File: config.mk
export PLATFORM = sky130hd
export DESIGN_NAME = overwriting_ring_fifo_flat
export DESIGN_NICKNAME = d
export VERILOG_FILES = /design/src/rtl/orf_pkg.sv /design/src/rtl/orf_in_if.sv /design/src/rtl/orf_out_if.sv /design/src/rtl/orf_ctrl.sv /design/src/rtl/orf_datapath.sv /design/src/rtl/overwriting_ring_fifo.sv /design/src/flat_wrapper.sv
export SDC_FILE = /design/constraint.sdc
export NUM_CORES = 1
export LEC_CHECK = 0
export BUFFER_PORTS_ARGS = -buffer_cell sky130_fd_sc_hd__buf_2
export CORE_MARGIN = 4
export CORE_UTILIZATION = 45
export CTS_CLUSTER_SIZE = 24
export DETAILED_ROUTE_END_ITERATION = 16
export PLACE_DENSITY = 0.61
export SLEW_MARGIN = 30
export SYNTH_ARGS = -nofsm -noshare
export SYNTH_HDL_FRONTEND = slang
export SYNTH_HIERARCHICAL = 1
export SYNTH_SLANG_ARGS = --single-unit
File: constraint.sdc
create_clock -name clk -period 12.9 [get_ports clk]
set_clock_uncertainty 0.2 [all_clocks]
set_input_delay 2.58 -clock clk [delete_from_list [all_inputs] [get_ports clk]]
set_output_delay 2.58 -clock clk [all_outputs]
set_load 0.02 [all_outputs]
File: src/rtl/orf_pkg.sv
`timescale 1ns / 1ps
// ----------------------------------------------------------------------------
// orf_pkg
// Shared types and constants of the overwriting ring FIFO.
// ----------------------------------------------------------------------------
package orf_pkg;

    localparam int DEF_DEPTH      = 16;
    localparam int DEF_DATA_WIDTH = 32;

    localparam int CAP_W   = 5;
    localparam int COUNT_W = 5;

    localparam logic [CAP_W-1:0] CAP_RESET = 5'd16;

    localparam logic ACT_ENQ = 1'b0;
    localparam logic ACT_DEQ = 1'b1;

    // controller -> datapath
    typedef struct packed {
        logic load;    // beat taken, result registers update
        logic push;    // store value at write pointer
        logic drop;    // advance read pointer over the oldest entry
        logic reject;  // enqueue refused, capacity zero
        logic pop;     // read oldest entry
        logic empty;   // dequeue found nothing
    } cmd_t;

    // datapath -> controller
    typedef struct packed {
        logic empty;
        logic at_cap;
        logic cap_zero;
    } stat_t;

endpackage

File: src/rtl/orf_in_if.sv
`timescale 1ns / 1ps
// ----------------------------------------------------------------------------
// orf_in_if
// Input channel: one enqueue or dequeue request per beat.
// ----------------------------------------------------------------------------
interface orf_in_if #(
    parameter int DATA_WIDTH = orf_pkg::DEF_DATA_WIDTH
);
    logic                         valid;
    logic                         ready;
    logic                         action;
    logic signed [DATA_WIDTH-1:0] value_in;

    modport source (output valid, output action, output value_in, input ready);
    modport sink   (input valid, input action, input value_in, output ready);
endinterface

File: src/rtl/orf_out_if.sv
`timescale 1ns / 1ps
// ----------------------------------------------------------------------------
// orf_out_if
// Output channel: one result per request.
// ----------------------------------------------------------------------------
interface orf_out_if #(
    parameter int DATA_WIDTH = orf_pkg::DEF_DATA_WIDTH
);
    logic                              valid;
    logic                              ready;
    logic signed [DATA_WIDTH-1:0]      value_out;
    logic                              was_empty;
    logic                              dropped_oldest;
    logic                              rejected;
    logic [orf_pkg::COUNT_W-1:0]       fill_count;

    modport source (output valid, output value_out, output was_empty,
                    output dropped_oldest, output rejected, output fill_count,
                    input ready);
    modport sink   (input valid, input value_out, input was_empty,
                    input dropped_oldest, input rejected, input fill_count,
                    output ready);
endinterface

File: src/rtl/orf_ctrl.sv
`timescale 1ns / 1ps
// ----------------------------------------------------------------------------
// orf_ctrl
// Handshake control and per-request decode for the ring FIFO.
// ----------------------------------------------------------------------------
module orf_ctrl (
    input  logic           clk,
    input  logic           rst_n,
    input  logic           in_valid,
    input  logic           in_action,
    output logic           in_ready,
    output logic           out_valid,
    input  logic           out_ready,
    input  orf_pkg::stat_t stat,
    output orf_pkg::cmd_t  cmd
);

    localparam logic ST_IDLE = 1'b0;
    localparam logic ST_HOLD = 1'b1;

    logic state_reg;
    logic state_next;
    logic accept;
    logic is_enq;

    // result register frees up in the same cycle it is taken
    assign in_ready  = (state_reg == ST_IDLE) || out_ready;
    assign out_valid = (state_reg == ST_HOLD);
    assign accept    = in_valid && in_ready;
    assign is_enq    = (in_action == orf_pkg::ACT_ENQ);

    always_comb
    begin
        cmd        = '0;
        cmd.load   = accept;
        cmd.reject = accept && is_enq && stat.cap_zero;
        cmd.push   = accept && is_enq && !stat.cap_zero;
        cmd.drop   = accept && is_enq && !stat.cap_zero && stat.at_cap;
        cmd.pop    = accept && !is_enq && !stat.empty;
        cmd.empty  = accept && !is_enq && stat.empty;
    end

    always_comb
    begin
        priority if (accept)
        begin
            state_next = ST_HOLD;
        end
        else if (out_ready)
        begin
            state_next = ST_IDLE;
        end
        else
        begin
            state_next = state_reg;
        end
    end

    always_ff @(posedge clk or negedge rst_n)
    begin
        if (!rst_n)
        begin
            state_reg <= ST_IDLE;
        end
        else
        begin
            state_reg <= state_next;
        end
    end

endmodule

File: src/rtl/orf_datapath.sv
`timescale 1ns / 1ps
// ----------------------------------------------------------------------------
// orf_datapath
// Ring store, pointers, fill count, capacity register and result registers.
// ----------------------------------------------------------------------------
module orf_datapath #(
    parameter int DEPTH      = orf_pkg::DEF_DEPTH,
    parameter int DATA_WIDTH = orf_pkg::DEF_DATA_WIDTH
) (
    input  logic                          clk,
    input  logic                          rst_n,
    input  logic                          cfg_we,
    input  logic [orf_pkg::CAP_W-1:0]     cfg_data,
    input  logic signed [DATA_WIDTH-1:0]  value_in,
    input  orf_pkg::cmd_t                 cmd,
    output orf_pkg::stat_t                stat,
    output logic signed [DATA_WIDTH-1:0]  value_out,
    output logic                          was_empty,
    output logic                          dropped_oldest,
    output logic                          rejected,
    output logic [orf_pkg::COUNT_W-1:0]   fill_count
);

    localparam int PTR_W   = (DEPTH > 1) ? $clog2(DEPTH) : 1;
    localparam int CAP_MAX = (1 << orf_pkg::CAP_W) - 1;
    localparam logic [orf_pkg::CAP_W-1:0] CAP_LIMIT =
        orf_pkg::CAP_W'((DEPTH > CAP_MAX) ? CAP_MAX : DEPTH);
    localparam logic [PTR_W-1:0] LAST_PTR = PTR_W'(DEPTH - 1);

    logic [DATA_WIDTH-1:0]         mem [DEPTH];
    logic [DATA_WIDTH-1:0]         rdata_reg;

    logic [orf_pkg::CAP_W-1:0]     cap_reg;
    logic [orf_pkg::CAP_W-1:0]     cap_eff;
    logic [PTR_W-1:0]              rptr_reg;
    logic [PTR_W-1:0]              rptr_next;
    logic [PTR_W-1:0]              wptr_reg;
    logic [PTR_W-1:0]              wptr_next;
    logic [orf_pkg::COUNT_W-1:0]   count_reg;
    logic [orf_pkg::COUNT_W-1:0]   count_next;

    logic                          popped_reg;
    logic                          was_empty_reg;
    logic                          dropped_reg;
    logic                          rejected_reg;

    assign cap_eff = (cap_reg > CAP_LIMIT) ? CAP_LIMIT : cap_reg;

    assign stat.empty    = (count_reg == '0);
    assign stat.at_cap   = (orf_pkg::CAP_W'(count_reg) >= cap_eff);
    assign stat.cap_zero = (cap_eff == '0);

    assign rptr_next = (rptr_reg == LAST_PTR) ? '0 : rptr_reg + 1'b1;
    assign wptr_next = (wptr_reg == LAST_PTR) ? '0 : wptr_reg + 1'b1;

    always_comb
    begin
        count_next = count_reg;
        if (cmd.push && !cmd.drop)
        begin
            count_next = count_reg + 1'b1;
        end
        else if (cmd.pop)
        begin
            count_next = count_reg - 1'b1;
        end
    end

    always_ff @(posedge clk or negedge rst_n)
    begin
        if (!rst_n)
        begin
            cap_reg   <= orf_pkg::CAP_RESET;
            rptr_reg  <= '0;
            wptr_reg  <= '0;
            count_reg <= '0;
        end
        else
        begin
            if (cfg_we)
            begin
                cap_reg <= cfg_data;
            end
            if (cmd.push)
            begin
                wptr_reg <= wptr_next;
            end
            if (cmd.drop || cmd.pop)
            begin
                rptr_reg <= rptr_next;
            end
            count_reg <= count_next;
        end
    end

    // ring store
    always_ff @(posedge clk)
    begin
        if (cmd.push)
        begin
            mem[wptr_reg] <= value_in;
        end
        if (cmd.pop)
        begin
            rdata_reg <= mem[rptr_reg];
        end
    end

    // result flags, held until the next beat is taken
    always_ff @(posedge clk)
    begin
        if (cmd.load)
        begin
            popped_reg    <= cmd.pop;
            was_empty_reg <= cmd.empty;
            dropped_reg   <= cmd.drop;
            rejected_reg  <= cmd.reject;
        end
    end

    assign value_out      = popped_reg ? rdata_reg : '0;
    assign was_empty      = was_empty_reg;
    assign dropped_oldest = dropped_reg;
    assign rejected       = rejected_reg;
    assign fill_count     = count_reg;

endmodule

File: src/rtl/overwriting_ring_fifo.sv
`timescale 1ns / 1ps
// ----------------------------------------------------------------------------
// overwriting_ring_fifo
// FIFO on a ring store whose capacity is programmable; a full queue
// overwrites its oldest entry on enqueue.
// ----------------------------------------------------------------------------
//  Channel  Dir  Handshake      Beat contents
//  item     in   valid/ready    action, value_in
//  result   out  valid/ready    value_out, was_empty, dropped_oldest,
//                               rejected, fill_count
//  cfg      in   cfg_we         cfg_data -> capacity
//
//  One request per cycle unless a waiting result stalls; its result appears in the cycle after the beat.
//  The result sits in an output register; a new request is taken in the
//  same cycle the held result is taken.
//  A stall on result holds item off only while a result is waiting.
//  Reset (rst_n low) empties the queue and sets capacity to 16.
// ----------------------------------------------------------------------------
module overwriting_ring_fifo #(
    parameter int DEPTH      = orf_pkg::DEF_DEPTH,
    parameter int DATA_WIDTH = orf_pkg::DEF_DATA_WIDTH
) (
    input  logic                      clk,
    input  logic                      rst_n,
    input  logic                      cfg_we,
    input  logic [orf_pkg::CAP_W-1:0] cfg_data,
    orf_in_if.sink                    item,
    orf_out_if.source                 result
);

    orf_pkg::cmd_t  cmd;
    orf_pkg::stat_t stat;

    logic                          in_ready;
    logic                          out_valid;
    logic signed [DATA_WIDTH-1:0]  value_out;
    logic                          was_empty;
    logic                          dropped_oldest;
    logic                          rejected;
    logic [orf_pkg::COUNT_W-1:0]   fill_count;

    orf_ctrl u_ctrl (
        .clk       (clk),
        .rst_n     (rst_n),
        .in_valid  (item.valid),
        .in_action (item.action),
        .in_ready  (in_ready),
        .out_valid (out_valid),
        .out_ready (result.ready),
        .stat      (stat),
        .cmd       (cmd)
    );

    orf_datapath #(
        .DEPTH      (DEPTH),
        .DATA_WIDTH (DATA_WIDTH)
    ) u_datapath (
        .clk            (clk),
        .rst_n          (rst_n),
        .cfg_we         (cfg_we),
        .cfg_data       (cfg_data),
        .value_in       (item.value_in),
        .cmd            (cmd),
        .stat           (stat),
        .value_out      (value_out),
        .was_empty      (was_empty),
        .dropped_oldest (dropped_oldest),
        .rejected       (rejected),
        .fill_count     (fill_count)
    );

    assign item.ready            = in_ready;
    assign result.valid          = out_valid;
    assign result.value_out      = value_out;
    assign result.was_empty      = was_empty;
    assign result.dropped_oldest = dropped_oldest;
    assign result.rejected       = rejected;
    assign result.fill_count     = fill_count;

endmodule

File: src/flat_wrapper.sv
// flat-port wrapper written by rule: the top's interface ports become plain ports
module overwriting_ring_fifo_flat 
#(
    parameter int DEPTH      = orf_pkg::DEF_DEPTH,
    parameter int DATA_WIDTH = orf_pkg::DEF_DATA_WIDTH
)
  (clk, rst_n, cfg_we, cfg_data, item_valid, item_action, item_value_in, item_ready, result_valid, result_value_out, result_was_empty, result_dropped_oldest, result_rejected, result_fill_count, result_ready);
  orf_in_if #(.DATA_WIDTH(DATA_WIDTH)) item_i ();
  orf_out_if #(.DATA_WIDTH(DATA_WIDTH)) result_i ();
  input  logic clk;
  input  logic rst_n;
  input  logic cfg_we;
  input  logic [orf_pkg::CAP_W-1:0] cfg_data;
  input wire logic [$bits(item_i.valid)-1:0] item_valid;
  input wire logic [$bits(item_i.action)-1:0] item_action;
  input wire logic [$bits(item_i.value_in)-1:0] item_value_in;
  output wire logic [$bits(item_i.ready)-1:0] item_ready;
  output wire logic [$bits(result_i.valid)-1:0] result_valid;
  output wire logic [$bits(result_i.value_out)-1:0] result_value_out;
  output wire logic [$bits(result_i.was_empty)-1:0] result_was_empty;
  output wire logic [$bits(result_i.dropped_oldest)-1:0] result_dropped_oldest;
  output wire logic [$bits(result_i.rejected)-1:0] result_rejected;
  output wire logic [$bits(result_i.fill_count)-1:0] result_fill_count;
  input wire logic [$bits(result_i.ready)-1:0] result_ready;
  assign item_i.valid = item_valid;
  assign item_i.action = item_action;
  assign item_i.value_in = item_value_in;
  assign item_ready = item_i.ready;
  assign result_valid = result_i.valid;
  assign result_value_out = result_i.value_out;
  assign result_was_empty = result_i.was_empty;
  assign result_dropped_oldest = result_i.dropped_oldest;
  assign result_rejected = result_i.rejected;
  assign result_fill_count = result_i.fill_count;
  assign result_i.ready = result_ready;
  overwriting_ring_fifo #(.DEPTH(DEPTH), .DATA_WIDTH(DATA_WIDTH)) u_core (.clk(clk), .rst_n(rst_n), .cfg_we(cfg_we), .cfg_data(cfg_data), .item(item_i), .result(result_i));
endmodule
==> results.sh <==
export IMPL_final_period_minus_worst_setup_slack_ps=5913
export IMPL_fp_row_count=80
export IMPL_relSlewSlack=0.3802
export IMPL_dp_cells=1742
export IMPL_worst_path_most_repeated_cell="buf_2"
export IMPL_critPathTopFamily="buffers and inverters"
export IMPL_combPwrFrac=0.236
export IMPL_pin_count=85
export IMPL_worst_pin_slew_ps=929.7
export IMPL_cts_tree="built"
export IMPL_critPathKind="input pin to primary output"
export IMPL_core_area_um2=47950
export IMPL_p_per_area_nw_per_um2=200.2
export IMPL_largest_reg_flops=512
export IMPL_clock_sinks=567
export IMPL_top_layer="met5"
export IMPL_grt_ovfl_total=0
export IMPL_ant_nets=0
export IMPL_syn_avg_cell_area_um2=20.63
export IMPL_drc=0
export IMPL_holdBufCountCts=0
export IMPL_antenna_found_initial=1
export IMPL_drv_cap=0
export IMPL_met2_length_mm=22.76
export IMPL_grt_pass1_vias=10880
export IMPL_period_share=0.4584
export IMPL_drt_pass1_iter_count=4
export IMPL_grt_max_degree=69
export IMPL_die_area_um2=52240
export IMPL_whs_ps=321.6
export IMPL_total_power_mw=5.031
export IMPL_post_synth_inst_count=1061
export IMPL_hold_class="flip-flop to flip-flop"
export IMPL_fin_tns_setup_ps=0
export IMPL_setup_violations=0
export IMPL_yosysWarnings=6
export IMPL_critPathMaxFanout=8
export IMPL_synth_seq_cells=567
export IMPL_place_gp_congestion=0.7358
export IMPL_synth_top_cell_area_share=0.7517
export IMPL_postLayoutCoreUtil=0.5241
export IMPL_crit_path_end_kind="primary output"
export IMPL_hold_violations=0
export IMPL_drive_above_1_share=0.2626
export IMPL_worst_path_largest_cell_delay_ps=230
export IMPL_synth_seq_area_share=0.7735
export IMPL_slew_viol_final=0
export IMPL_start_kind="input pin"
export IMPL_fin_cells=1845
export IMPL_p_int_mw=3.611
export IMPL_outcome="complete, no violations"
export IMPL_path_cells="buf_2, nor2b_4, inv_1, buf_2"
export IMPL_post_cts_resize_count=0
export IMPL_async_reset_ff_frac=0.03351
export IMPL_synth_edff_count=548
export IMPL_clock_path_buffers=3
export IMPL_antenna_cells=0
export IMPL_rsz0062_at_grt="false"
export IMPL_grt_pass1_wl_mm=69.69
export IMPL_synth_cell_area_um2=21890
export IMPL_hpwl_mm=25.48
export IMPL_die_w_um=228.6
export IMPL_h_tree_depth=2
export IMPL_swShare=0.2824
export IMPL_syn_nets=1118
export IMPL_crit_slowest_cell="nor2b_4"
export IMPL_vdd_drop_max_mv=0.1109
export IMPL_cp_buffers_inverters=3
export IMPL_yosys_area_top_type="edfxtp_1"
export IMPL_viasPerCell=5.682
export IMPL_p_sw_mw=1.421
export IMPL_fmax_mhz=169.1
export IMPL_synth_flop_cell="edfxtp_1"
export IMPL_die_h_um=228.6
export IMPL_port_buffers=84
export IMPL_root_buffer="clkbuf_16"
export IMPL_wl_per_cell_um=24.82
export IMPL_clk_latency_ps=600
export IMPL_start_util=0.4566
export IMPL_clkTransAtPathRegs_ps=60
export IMPL_numCtsBuffers=57
export IMPL_crit_required_ps=10120
export IMPL_syn2layout_area_growth_pct=14.80
export IMPL_post_cts_buffers=0
export IMPL_p_leak_nw=8.237
export IMPL_track_usage=0.1752
export IMPL_wl_met1_mm=20.20
export IMPL_yosysUniqueCellTypes=38
export IMPL_via_count=10480
export IMPL_routed_wl_met3_mm=1.887
export IMPL_cp_arrival_ps=3130
export IMPL_pwr_share_seq=0.447
export IMPL_netlist_top_cells_area="edfxtp_1, mux4_2, mux2i_1"
export IMPL_clockPowerShare=0.317
export IMPL_drt_total_wl_mm=45.80
export IMPL_drtIter0Drc=738
export IMPL_final_nets=1243
-- final timing paths --
check | from | end | slack [ps] | depth (start not counted)
hold / removal | u_core/u_datapath/fill_count[4] | u_core/u_datapath/fill_count[4] | 320 | 1
max in group asynchronous | rst_n | u_core/u_datapath/rptr_reg[0] | 10400 | 1
setup / recovery | result_ready | item_ready | 6990 | 4
setup reg to reg | u_core/u_datapath/fill_count[0] | u_core/u_datapath/fill_count[4] | 9590 | 15
min in group asynchronous | rst_n | u_core/u_datapath/rptr_reg[2] | 1730 | 1
hold reg to reg | u_core/u_datapath/fill_count[4] | u_core/u_datapath/fill_count[4] | 320 | 1
-- final cells by class --
class | count | area [um^2]
clock buffers | 74 | 1533
clock inverters | 29 | 261.5
fillers | 3703 | 22820
inverters | 8 | 30.03
multi-input cells | 430 | 4728
flip-flops and latches | 567 | 16940
well taps | 615 | 769.5
repair buffers | 122 | 868.3
-- synthesized netlist by cell type (all sizes together) (2+ instances only) --
cell,n
xor2,2
nand3,3
nor2,15
mux4,96
nor3,4
mux2,6
clkbuf,22
nor2b,5
a21oi,38
mux2i,64
inv,8
o21ai,44
dfrtp,18
or4,2
nor3b,8
and2,33
edfxtp,548
a22oi,32
nand2,17
a221oi,32
ha,13
nand2b,3
xnor2,4
buf,34
a21o,3
-- stage by stage --
step           cell area (um^2)  worst slack [ps]
6_report                  25130              6987
3_3_place_gp              23110              7002
4_1_cts                   25130              6984
5_1_grt                   25130              6926
3_5_place_dp              23340              6987
2_1_floorplan             21890              6399
-- power by group through the flow --
| stage | combinational [mW] | clock (mW) | sequential [mW] |
|---|---|---|---|
| 6_report | 1.19 | 1.59 | 2.25 |
| 5_1_grt | 1.29 | 1.71 | 2.27 |
| 4_1_cts | 1.21 | 1.63 | 2.25 |
| 3_5_place_dp | 1.20 | 0 | 2.29 |
| 3_3_place_gp | 1.17 | 0 | 2.29 |
| 2_1_floorplan | 0.915 | 0 | 2.22 |
-- cell usage in the layout, fill, tap and decap left out, types with 4 or more instances in the layout --
cell type	netlist	routed
nor3b_2	0	6
clkbuf_16	0	59
buf_16	0	7
xnor2_1	4	4
buf_4	11	27
a22oi_1	32	32
mux4_2	96	96
clkinv_1	0	15
ha_1	13	13
clkinv_2	0	6
nor2_4	0	10
bufinv_16	0	5
and2_1	33	32
a21oi_1	38	38
nor2b_1	4	4
nor2_1	15	5
mux2i_1	64	64
buf_2	17	84
dfrtp_1	18	16
clkbuf_1	21	15
nand2_1	17	17
o21ai_0	12	12
o21ai_1	32	32
inv_1	7	7
mux2_2	6	6
a221oi_1	32	32
edfxtp_1	548	548
-- cell families after synthesis --
kind of cell / after synthesis / synth area share
multiplexers: 166 / 0.1311
XOR/XNOR: 6 / 0.002401
AO/OA/AOI/OAI: 152 / 0.04464
adder cells (fa/ha/maj): 14 / 0.008345
AND/OR/NAND/NOR: 92 / 0.02395
flip-flops: 567 / 0.7735
buffers and inverters: 64 / 0.01606
-- routing by layer --
metal,GRT usage,up-vias
li1,-,4632
met1,0.2451,5559
met2,0.2902,228
met3,0.02817,62
met4,0.04688,2
met5,0,-
Note: power is estimated with default switching activity, not from simulation.
